===== config.mk =====
export PLATFORM = sky130hd
export DESIGN_NAME = stk_cell
export DESIGN_NICKNAME = d
export VERILOG_FILES = /design/src/hw/rtl/top_k_sorted_score_table_defines.svh /design/src/hw/rtl/stk_pkg.sv /design/src/hw/rtl/stk_cell.sv
export SDC_FILE = /design/constraint.sdc
export NUM_CORES = 1
export LEC_CHECK = 0
export BUFFER_PORTS_ARGS = -buffer_cell sky130_fd_sc_hd__buf_2
export CAP_MARGIN = 40
export CORE_AREA = 4 4 267 269
export DETAILED_ROUTE_END_ITERATION = 8
export DIE_AREA = 0 0 271 273
export PLACE_DENSITY = 0.47
export RECOVER_POWER = 50
export SYNTH_ARGS = -nofsm -noshare
export SYNTH_HDL_FRONTEND = slang
export SYNTH_SLANG_ARGS = --single-unit
export TNS_END_PERCENT = 5

===== constraint.sdc =====
create_clock -name clk_i -period 5.4 [get_ports clk_i]
set_clock_uncertainty 0.15 [all_clocks]
set_input_delay 0.81 -clock clk_i [delete_from_list [all_inputs] [get_ports clk_i]]
set_output_delay 0.81 -clock clk_i [all_outputs]
set_load 0.05 [all_outputs]

===== src/hw/rtl/top_k_sorted_score_table_defines.svh =====
// Assertion macros used by the score table RTL.
`ifndef TOP_K_SORTED_SCORE_TABLE_DEFINES_SVH
`define TOP_K_SORTED_SCORE_TABLE_DEFINES_SVH

`ifndef SYNTHESIS

// Same-cycle implication, disabled while reset is active.
`define STK_ASSERT_IMP(label, clk, rst_n, pre, post, msg) \
  label: assert property (@(posedge clk) disable iff (!rst_n) (pre) |-> (post)) \
    else $error(msg);

// Next-cycle implication, disabled while reset is active.
`define STK_ASSERT_NXT(label, clk, rst_n, pre, post, msg) \
  label: assert property (@(posedge clk) disable iff (!rst_n) (pre) |=> (post)) \
    else $error(msg);

`else

`define STK_ASSERT_IMP(label, clk, rst_n, pre, post, msg)
`define STK_ASSERT_NXT(label, clk, rst_n, pre, post, msg)

`endif

`endif


===== src/hw/rtl/stk_pkg.sv =====
`timescale 1ns / 1ps

package stk_pkg;

  // Action codes of an input transaction
  localparam logic [2:0] ACT_INSERT = 3'd0;
  localparam logic [2:0] ACT_REMOVE = 3'd1;
  localparam logic [2:0] ACT_QUERY  = 3'd2;
  localparam logic [2:0] ACT_READ   = 3'd3;
  localparam logic [2:0] ACT_CLEAR  = 3'd4;

  // Most records one readout returns
  localparam int RESULT_CAP = 16;

  // One stored record
  typedef struct packed {
    logic signed [31:0] score;
    logic [15:0]        level;
    logic [31:0]        survival_time;
    logic [31:0]        stamp;
    logic [7:0]         difficulty;
    logic [15:0]        achievements;
  } rec_t;

  // Per-cycle operation of the cell row
  typedef enum logic [1:0] {
    CELL_HOLD   = 2'd0,
    CELL_INSERT = 2'd1,
    CELL_REMOVE = 2'd2,
    CELL_ROTATE = 2'd3
  } cell_op_e;

  // Broadcast from the controller to every cell
  typedef struct packed {
    cell_op_e op;
    rec_t     rec;
  } cell_ctrl_t;

endpackage


===== src/hw/rtl/stk_cell.sv =====
`timescale 1ns / 1ps

module stk_cell (
  input  logic               clk_i,
  input  stk_pkg::cell_ctrl_t ctrl_i,
  input  logic               valid_i,
  input  logic               wrap_i,
  input  logic               rm_sel_i,
  input  logic               prev_keep_i,
  input  stk_pkg::rec_t      prev_rec_i,
  input  stk_pkg::rec_t      next_rec_i,
  input  stk_pkg::rec_t      head_rec_i,
  output stk_pkg::rec_t      rec_o,
  output logic               keep_o,
  output logic               gt_o
);
  import stk_pkg::*;

  rec_t rec_q;
  rec_t rec_d;

  // Compare the stored score with the broadcast score
  assign keep_o = valid_i && ($signed(rec_q.score) >= $signed(ctrl_i.rec.score));
  assign gt_o   = valid_i && ($signed(rec_q.score) >  $signed(ctrl_i.rec.score));
  assign rec_o  = rec_q;

  // Pick the next record: hold, take the new one, or take a neighbor's
  always_comb begin
    rec_d = rec_q;
    unique case (ctrl_i.op)
      CELL_HOLD: begin
      end
      CELL_INSERT: begin
        if (!keep_o) begin
          if (prev_keep_i) begin
            rec_d = ctrl_i.rec;
          end else begin
            rec_d = prev_rec_i;
          end
        end
      end
      CELL_REMOVE: begin
        if (rm_sel_i) begin
          rec_d = next_rec_i;
        end
      end
      CELL_ROTATE: begin
        rec_d = wrap_i ? head_rec_i : next_rec_i;
      end
      default: begin
      end
    endcase
  end

  always_ff @(posedge clk_i) begin
    rec_q <= rec_d;
  end

endmodule


[Word-level counts from Yosys, hierarchy flattened]
Index checks and enable logic that the tools add are counted.
Word-level totals
  flip-flop bits (word level): 136
  output and inout bits: 138
Operators by class
  multiplexer cells: 5
  order comparisons: 2
  equality and inequality tests: 5
  reduce and logical (&&, ||, !) cells: 4
Operator list (number)
  2-to-1 mux 136 bit: 4
  one-hot mux 136 bit (3 select lines): 1
  greater-or-equal comparator 32 bit: 1
  > comparator 32 bit: 1
  == test 2 bit (second input constant): 2
  != test 2 bit (second input constant): 2
  AND reduction 3 bit: 1
  nonzero test 3 bit: 1
  == test 2 x 1 -> 1 bit (second input constant): 1
  logical AND 1 bit: 2

[Depth between registers and ports, before layout]
Gate-level depths: netlist of run 1.
  depth in word-level cells: 4
  mapped depth: 8
  gate-level depth less buffers: 8

[Worst setup path before layout of run 1]
Ideal clock, no wire load.
  path kind: in2reg
  start point: in ctrl_i[109] (netlist bit)
  end point: reg rec_q, in the netlist rec_o[0] (enable)
  stages: 8
  setup slack: -0.207 ns
  library setup time: 0.500 ns
  arrival time: 4.957 ns
  buffers on the path: 0
  cell sequence: inv_1 ha_1 a21oi_1 o21ai_1 a221o_1 o31ai_2 nand3_1 nand2_1
Between the ends
  longest elaborated chain between the ends: 4
RTL lines
  from (decl): line stk_cell.sv:5  | input stk_pkg::cell_ctrl_t ctrl_i,
  greater-or-equal comparator 32 bit: line stk_cell.sv:23  | assign keep_o = valid_i && ($signed(rec_q.score) >= $signed(ctrl_i.rec.score));
  logical AND 1 bit: line stk_cell.sv:23
  != test 2 bit (no source line)
  AND reduction 3 bit (no source line)
  to (signal assigned): line stk_cell.sv:56  | rec_q <= rec_d;
  to (decl): line stk_cell.sv:19  | rec_t rec_q;
No other way between the ends.
A chain may end at the register's enable or synchronous reset.

==> results of run 1 <==
[how the worst min path moves through the flow]
stage,from,cells past startpoint,end,slack (ns)
3_5_place_dp,ctrl_i[78],3,rec_o[78]$_DFFE_PP_,1.02
2_1_floorplan,ctrl_i[105],2,rec_o[105]$_DFFE_PP_,0.91
5_1_grt,ctrl_i[89],3,rec_o[89]$_DFFE_PP_,0.51
4_1_cts,ctrl_i[78],3,rec_o[78]$_DFFE_PP_,0.49
6_report,ctrl_i[78],3,rec_o[78]$_DFFE_PP_,0.55
3_3_place_gp,ctrl_i[21],3,rec_o[21]$_DFFE_PP_,1.02
[layer usage]
layer / vias up / track usage / wire [µm]
li1: 4672 / - / -
met3: 50 / 0.0370 / 3350
met4: 0 / 0.0453 / 1330
met1: 4343 / 0.118 / 16400
met5: - / 0 / 0
met2: 458 / 0.196 / 22000
[kinds of logic after synthesis]
logic type,count (synthesis),synth area share
AO/OA/AOI/OAI,303,0.204
multiplexers,136,0.146
AND/OR/NAND/NOR,169,0.119
buffers and inverters,109,0.0483
adder cells (fa/ha/maj),32,0.0431
flip-flops,136,0.439
[cells in the final DEF (no fill, tap or decap), drive strengths merged, types with 2 or more instances in the layout]
cell,n
inv,41
a211oi,137
clkbuf,154
mux2i,136
a21oi,151
nor4,3
a21o,2
ha,32
nor2b,137
clkinv,4
and3,2
o21ai,6
nand3,8
nand2,9
nand4,7
bufinv,3
edfxtp,136
buf,566
clkinvlp,2
[cell type report]
type | instances | area share
clock buffers | 17 | 0.0299
repair buffers | 703 | 0.241
inverters | 35 | 0.00925
flip-flops and latches | 136 | 0.287
clock inverters | 15 | 0.0134
diodes | 1 | 0.000176
well taps | 931 | 0.0820
multi-input cells | 640 | 0.336
[metrics by stage]
step	hold WS [ns]	cells	power, mW	setup WS, ns	cell area [µm²]
2_1_floorplan	0.913	885	2.40	1.10	9300
3_3_place_gp	1.02	2444	2.95	1.20	13800
3_5_place_dp	1.02	2445	2.96	1.29	13800
4_1_cts	0.489	2477	4.28	1.29	14400
5_1_grt	0.513	2477	4.37	0.791	14200
6_report	0.553	2478	4.15	0.935	14200
[where the power goes]
group	switching, mW	internal [mW]	leakage [nW]
clock network	0.531	0.736	0.295
registers	0.0632	1.37	1.35
logic	1.05	0.402	4.76
total	1.64	2.51	6.40
[worst max-delay path, stage by stage]
cell	delay, ns
clkbuf_1	0.20
nand2_1	1.02
clkbuf_2	1.66
mux2i_1	0.30
a21oi_1	0.36
==> results.ini, run 1 <==
[synthesis]
synth_seq_cells = 136
ys.flop_type = edfxtp_1
synth.distinct_cells = 35
async_reset_ff_frac = 0
synth_top_area_frac = 0.439
syn_avg_cell_area_um2 = 10.5
synthCells = 885
seq_area_frac_synth = 0.439
ys_top_cells_by_count = a21oi_1, a211oi_1, nor2b_1
synthesis.nets = 1468
synth_area_leaders = edfxtp_1, mux2i_1, a211oi_1
synth.most_common_cell = a21oi_1
synth-edff-count = 136
synth_area_um2 = 9300
synth_top_cell_by_area = edfxtp_1
ys_warn_count = 0

[sta]
slew_headroom = -0.504
fin_crit_sh = 0.827
slew_violations = 89
rsz0062_at_grt = false
worst_pin_slew_ns = 2.26
setup_viol = 0
period_minus_slack_ns = 4.46
finalHoldViolCount = 0
tns_ns = 0
timing.fmax_mhz = 224

[route]
ant_nets = 0
num_vias = 9523
drt_wl_total_um = 43100
first_iter_violations = 360
wl_per_cell_um = 17.4
drc = 0
firstDrtPassIters = 4
routed_via_density = 3.84

[cts]
cts_root_buf = clkbuf_16
tritoncts = built
cts.sinks = 136
cts.htree.levels = 4
insertion_delay_ns = 0.46
clk_pin_slew_worst_paths_ns = 0.07
cts-resized-gates = 0
cts_buffers = 17
cts_hold_buffers = 0
clockBufferDepth = 2
postCtsSetupBuffers = 0

[setup_path]
crit_arrival_ns = 4.58
startpoint = ctrl_i[136]
crit_type = in -> reg
timing.rr.start = rec_o[109]$_DFFE_PP_
crit_fanout = 64
cp-start-kind = primary input
cp.required_ns = 5.51
critical_path.endpoint = rec_o[53]$_DFFE_PP_
reg2regPathDepth = 8
r2r_end = rec_o[72]$_DFFE_PP_
end_kind = register
reg2reg_slack_ns = 1.94

[die]
chipWidth_um = 271
initial_utilization = 0.136
io_pins = 689
design.die.area_um2 = 74000
fp.dieH_um = 273
core_um2 = 68600
num_rows = 96

[status]
failed_checks = capacitance limit, slew limit
outcome = complete, but fails checks

[placement]
numPortBuffers = 688
post-dp-hpwl_um = 35700
gp_congestion = 0.948

[final_layout]
nets = 2116
drive_gt1_frac = 0.396
final_util = 0.207
fillers = 7674
syn2layout_area_growth_pct = 52.8
multi_input_area_um2 = 4780
regArea_um2 = 4080
largest_reg_flops = 136

[pwr]
p_per_area_nw_per_um2 = 292
ir_drop_mv = 0.172
p_leak_nw = 6.40

[run]
drv_cap = 2

[global_route]
grt_use_total = 0.110
grt-ovfl-total = 0
antenna_found_initial = 5
grt_max_degree = 127
grt_pass1_vias = 10000
grt_pass1_wl_um = 60800

[min_path]
hp-class = in -> reg

Power figures use the tool's default switching activity.
==> run 2, diff against run 1 <==
--- a/config.mk
+++ b/config.mk
@@ -7,10 +7,10 @@
 export LEC_CHECK = 0
 export BUFFER_PORTS_ARGS = -buffer_cell sky130_fd_sc_hd__buf_2
 export CAP_MARGIN = 40
-export CORE_AREA = 4 4 267 269
+export CORE_AREA = 4 4 266 268
 export DETAILED_ROUTE_END_ITERATION = 8
-export DIE_AREA = 0 0 271 273
-export PLACE_DENSITY = 0.47
+export DIE_AREA = 0 0 270 272
+export PLACE_DENSITY = 0.46
 export RECOVER_POWER = 50
 export SYNTH_ARGS = -nofsm -noshare
 export SYNTH_HDL_FRONTEND = slang
==> constraint.sdc (replaced) <==
create_clock -name clk_i -period 4.56 [get_ports clk_i]
set_clock_uncertainty 0.15 [all_clocks]
set_input_delay 0.684 -clock clk_i [delete_from_list [all_inputs] [get_ports clk_i]]
set_output_delay 0.684 -clock clk_i [all_outputs]
set_load 0.05 [all_outputs]
==> run 2 against run 1 <==
The run still ends with capacitance limit, slew limit left. Via count fell by 0.68%. Clock power rose by 12%. Die area fell by 0.73%. First-iteration DRC count down 8.6%. Hold slack worse by 0.14 ns. Utilization is 0.16 points higher. Flip-flop and latch count unchanged. Sequential share of layout area is 0.13 points lower. Count of clock-buffer cells in the layout unchanged. Global-route usage is 0.057 points higher. Non-clock buffer count up 11. Wire length fell by 0.92%. Critical path type unchanged. Critical endpoint is now rec_o[125]$_DFFE_PP_.
==> results.ini, run 2 (same netlist as run 1, synthesis figures left out) <==
[placement]
gp_congestion = 0.981  ; +3.6%
numPortBuffers = 688  ; unchanged
numPlacedInstances = 2407  ; -1.6%
post-dp-hpwl_um = 35600  ; -0.31%

[sta]
slew_violations = 35  ; -61%
timing.fmax_mhz = 260
slew_headroom = -0.769  ; -0.265
rsz0062_at_grt = false
fin_crit_sh = 0.844
hold_ws_ns = 0.417  ; -0.136 ns
period_minus_slack_ns = 3.85
worst_pin_slew_ns = 2.65  ; +0.397 ns
tns_ns = 0  ; unchanged
finalHoldViolCount = 0  ; unchanged
setup_viol = 0  ; unchanged

[route]
routed_via_density = 3.88  ; +0.91%
wl_per_cell_um = 17.5  ; +0.66%
drc = 0  ; unchanged
firstDrtPassIters = 4  ; unchanged
first_iter_violations = 329  ; -8.6%
drt_wl_total_um = 42700  ; -0.92%
ant_nets = 0  ; unchanged
num_vias = 9458  ; -0.68%

[setup_path]
reg2reg_slack_ns = 1.28  ; -0.66 ns
end_kind = register
crit_fanout = 37  ; -42%
crit_arrival_ns = 3.88  ; -0.70 ns
crit_path_cell_trace = clkbuf_1, nand2_1, mux2i_1, a21oi_1
worstPathBufferInverterCount = 1  ; -1
crit_type = in -> reg
cp.required_ns = 4.59  ; -0.92 ns
path_delay_family = simple AND/OR/NAND/NOR gates
cp-start-kind = primary input
slowest_delay_ns = 1.57  ; -0.09 ns
slowest_stage = nand2_1

[die]
core_um2 = 68300  ; -0.35%
chipWidth_um = 270  ; -0.37%
design.die.area_um2 = 73400  ; -0.73%
num_rows = 96  ; unchanged
fp.dieH_um = 272  ; -0.37%
initial_utilization = 0.136  ; +0.000476
io_pins = 689  ; unchanged

[final_layout]
layout_commonest_cell = buf_2
multi_input_area_um2 = 4780  ; unchanged
largest_reg_flops = 136  ; unchanged
layoutNonFillerInstCount = 2439  ; -1.6%
drive_gt1_frac = 0.398  ; +0.00234
syn2layout_area_growth_pct = 53.5
nets = 2127  ; +0.52%
final_cell_mix = buf_2, a21oi_1, clkbuf_1
regArea_um2 = 4080  ; unchanged
antenna_cells = 0  ; -1
fillers = 7679  ; +0.065%

[pwr]
p_per_area_nw_per_um2 = 340  ; +16%
ir_drop_mv = 0.186  ; +8.3%
p_leak_nw = 6.45  ; +0.88%

[cts]
insertion_delay_ns = 0.46  ; about the same
cts.sinks = 136  ; unchanged
cts_root_buf = clkbuf_16
cts_buffers = 17  ; unchanged
cts_hold_buffers = 0  ; unchanged
cts.htree.levels = 4  ; unchanged
clk_pin_slew_worst_paths_ns = 0.07  ; about the same
cts-resized-gates = 0  ; unchanged
postCtsSetupBuffers = 0  ; unchanged
tritoncts = built
clockBufferDepth = 2  ; unchanged

[global_route]
antenna_found_initial = 4  ; -1
grt-ovfl-total = 0  ; unchanged
grt_pass1_wl_um = 60400  ; -0.66%
grt_pass1_vias = 9794  ; -2.2%
grt_use_total = 0.110  ; +0.000575
grt_max_degree = 112  ; -12%

[min_path]
hp-class = in -> reg

[run]
drv_cap = 1  ; -1

[status]
failed_checks = capacitance limit, slew limit
outcome = complete, but fails checks

run 2: cell count changes in the layout (fill, tap and decap cells not counted), sizes merged:
cell / delta
buf: +8
bufinv: -2
clkbuf: +3
clkinv: -3
clkinvlp: +1
diode: -1
inv: +4
run 2: power by group:
part           leakage [nW]  switching, mW  internal [mW]
Clock                 0.278          0.645          0.772
Combinational          4.83           1.25          0.499
Sequential             1.35         0.0703           1.62
Total                  6.45           1.96           2.89
run 2: per-layer routing:
layer  up-vias  routed length (µm)  GRT usage  part of all wire
met2       470               21400      0.195              0.50
met4         2                1470     0.0470             0.034
met5         -                  20          0           0.00047
met1      4225               16600      0.121              0.39
met3        56                3240     0.0365             0.076
li1       4705                   -          -                 -
run 2: path summary, 6_finish.rpt:
kind	startpoint	cells after the start	to
setup / recovery	ctrl_i[136]	4	rec_o[125]$_DFFE_PP_
hold / removal	ctrl_i[52]	3	rec_o[52]$_DFFE_PP_
setup reg to reg	rec_o[127]$_DFFE_PP_	8	rec_o[38]$_DFFE_PP_
hold reg to reg	rec_o[131]$_DFFE_PP_	5	rec_o[114]$_DFFE_PP_
run 2: cell type report:
cell class,count,share of cell area
Clock inverter,15,0.0110
Tap cell,882,0.0773
Inverter,35,0.00921
Timing Repair Buffer,714,0.252
Clock buffer,17,0.0298
Multi-Input combinational cell,640,0.335
Sequential cell,136,0.286
run 2: worst min-delay path, delay by kind of cell:
family / cells / cell delay [ns]
buffers and inverters: 1 / 0.08
AO/OA/AOI/OAI: 2 / 0.15
run 2: stage by stage:
stage	area [µm²]	setup WS (ns)	power [mW]	util
floorplan	9300	0.386	2.85	-
global placement	13900	0.596	3.52	0.203
detailed placement	13900	0.768	3.53	0.203
CTS	14500	0.641	5.01	0.211
global route	14300	0.441	5.14	0.209
finish	14300	0.709	4.85	0.209
==> run 3, diff against run 2 <==
==> constraint.sdc (replaced) <==
create_clock -name clk_i -period 3.8 [get_ports clk_i]
set_clock_uncertainty 0.15 [all_clocks]
set_input_delay 0.57 -clock clk_i [delete_from_list [all_inputs] [get_ports clk_i]]
set_output_delay 0.57 -clock clk_i [all_outputs]
set_load 0.05 [all_outputs]
==> run 3 against run 2 <==
The run still ends with capacitance limit, slew limit left. Combinational power up 20%. Count of clock-buffer cells in the layout unchanged. Via count grew 2.0%. Die area did not move. Sequential power increased by 20%. Wire length is 3.4% higher. Setup slack worse by 0.48 ns. Register-to-register slack lost 0.75 ns. First-iteration DRC count fell by 10%. Critical path depth up 4. Sequential share of layout area increased by 0.070 points.
==> results.ini, run 3 (same netlist as run 1, synthesis figures left out) <==
[cts]
cts.htree.levels = 4  ; unchanged
insertion_delay_ns = 0.47  ; about the same
clk_pin_slew_worst_paths_ns = 0.07  ; about the same
cts_root_buf = clkbuf_16
cts.sinks = 136  ; unchanged
cts-resized-gates = 0  ; unchanged
clockBufferDepth = 2  ; unchanged
cts_buffers = 17  ; unchanged
tritoncts = built
postCtsSetupBuffers = 0  ; unchanged
cts_hold_buffers = 0  ; unchanged

[sta]
slew_headroom = -0.841  ; -0.0725
setup_viol = 0  ; unchanged
worst_pin_slew_ns = 2.76  ; +0.109 ns
timing.fmax_mhz = 280
tns_ns = 0  ; unchanged
fin_crit_sh = 0.941
slew_violations = 118  ; +240%
period_minus_slack_ns = 3.58
finalHoldViolCount = 0  ; unchanged
rsz0062_at_grt = false

[die]
num_rows = 96  ; unchanged
chipWidth_um = 270  ; unchanged
initial_utilization = 0.136  ; unchanged
fp.dieH_um = 272  ; unchanged
design.die.area_um2 = 73400  ; unchanged
io_pins = 689  ; unchanged
core_um2 = 68300  ; unchanged

[placement]
numPlacedInstances = 2417  ; +0.42%
numPortBuffers = 688  ; unchanged
placed_area_um2 = 13900  ; +0.11%
gp_congestion = 0.978  ; -0.35%
post-dp-hpwl_um = 36500  ; +2.8%

[setup_path]
crit_type = reg -> out
reg2reg_slack_ns = 0.53  ; -0.75 ns
crit_arrival_ns = 2.86  ; -1.02 ns
timing.rr.start = rec_o[109]$_DFFE_PP_
cp.required_ns = 3.08  ; -1.51 ns
end_kind = output port
r2r_end = rec_o[73]$_DFFE_PP_
crit_fanout = 4  ; -89%
reg2regPathDepth = 8  ; unchanged
cp-start-kind = register

[min_path]
hold_end = rec_o[90]$_DFFE_PP_
min_path_cells = 3  ; unchanged
hp-class = in -> reg
min_from = ctrl_i[90]

[route]
firstDrtPassIters = 4  ; unchanged
wl_per_cell_um = 18.0  ; +3.0%
routed_via_density = 3.94  ; +1.5%
first_iter_violations = 296  ; -10%
ant_nets = 0  ; unchanged
drt_wl_total_um = 44200  ; +3.4%
num_vias = 9645  ; +2.0%
drc = 0  ; unchanged

[final_layout]
fin_area_um2 = 14200  ; -0.25%
layout_commonest_cell = buf_2
drive_gt1_frac = 0.400  ; +0.00193
final_cell_mix = buf_2, a21oi_1, clkbuf_1
fillers = 7680  ; +0.013%
layoutNonFillerInstCount = 2450  ; +0.45%
syn2layout_area_growth_pct = 53.1
largest_reg_flops = 136  ; unchanged
final_util = 0.208  ; -0.000513
nets = 2137  ; +0.47%

[run]
drv_cap = 1  ; unchanged

[global_route]
grt_max_degree = 151  ; +35%
grt_pass1_wl_um = 62100  ; +2.8%
grt_use_total = 0.113  ; +0.00314
grt-ovfl-total = 0  ; unchanged
grt_pass1_vias = 10000  ; +2.5%
antenna_found_initial = 4  ; unchanged

[pwr]
ir_drop_mv = 0.205  ; +10%
p_leak_nw = 6.45  ; about the same
p_per_area_nw_per_um2 = 405  ; +19%

[status]
failed_checks = capacitance limit, slew limit
outcome = complete, but fails checks

[run 3: through the flow]
stage	hold slack, ns	setup slack, ns	power [mW]
detailed placement	0.778	0.211	4.22
finish	0.313	0.224	5.77
floorplan	0.673	0.338	3.41
global placement	0.781	0.285	4.22
global route	0.273	0.00280	6.08
CTS	0.245	0.146	5.96
[run 3: worst max-delay path: stages, from the launching register on]
cell and delay (ns):
edfxtp_1 0.41, ha_1 0.34, nand4_2 0.17, nor4_2 0.47
a21boi_2 0.28, o31ai_2 0.13, a21o_1 0.21, a21oi_2 0.10
buf_2 0.28
[run 3: metal layers]
metal	track usage	routed length, µm	vias up
met5	0	18	-
met4	0.0433	1370	2
met3	0.0388	3650	62
met2	0.210	22900	467
met1	0.118	16200	4389
li1	-	-	4725
[run 3: worst max path at each step]
stage | cells after the start | from | end
2_1_floorplan | 7 | rec_o[109]$_DFFE_PP_ | rec_o[0]$_DFFE_PP_
3_3_place_gp | 10 | ctrl_i[109] | rec_o[23]$_DFFE_PP_
3_5_place_dp | 10 | ctrl_i[109] | rec_o[23]$_DFFE_PP_
4_1_cts | 8 | rec_o[119]$_DFFE_PP_ | gt_o
5_1_grt | 8 | rec_o[118]$_DFFE_PP_ | gt_o
6_report | 8 | rec_o[119]$_DFFE_PP_ | gt_o
[run 3: power by group]
group / total [mW] / internal [mW] / leakage, nW / switching, mW
logic: 2.08 / 0.579 / 4.83 / 1.50
clock network: 1.66 / 0.911 / 0.274 / 0.749
registers: 2.03 / 1.95 / 1.35 / 0.0835
total: 5.77 / 3.44 / 6.45 / 2.33
[run 3: final cells by class]
cell class / instances / area [µm²] / area share
Inverter: 35 / 131 / 0.00923
Timing Repair Buffer: 724 / 3560 / 0.250
Tap cell: 882 / 1100 / 0.0775
Multi-Input combinational cell: 640 / 4790 / 0.336
Clock buffer: 17 / 425 / 0.0299
Sequential cell: 136 / 4080 / 0.287
Clock inverter: 15 / 144 / 0.0101
Antenna cell: 1 / 2.50 / 0.000176
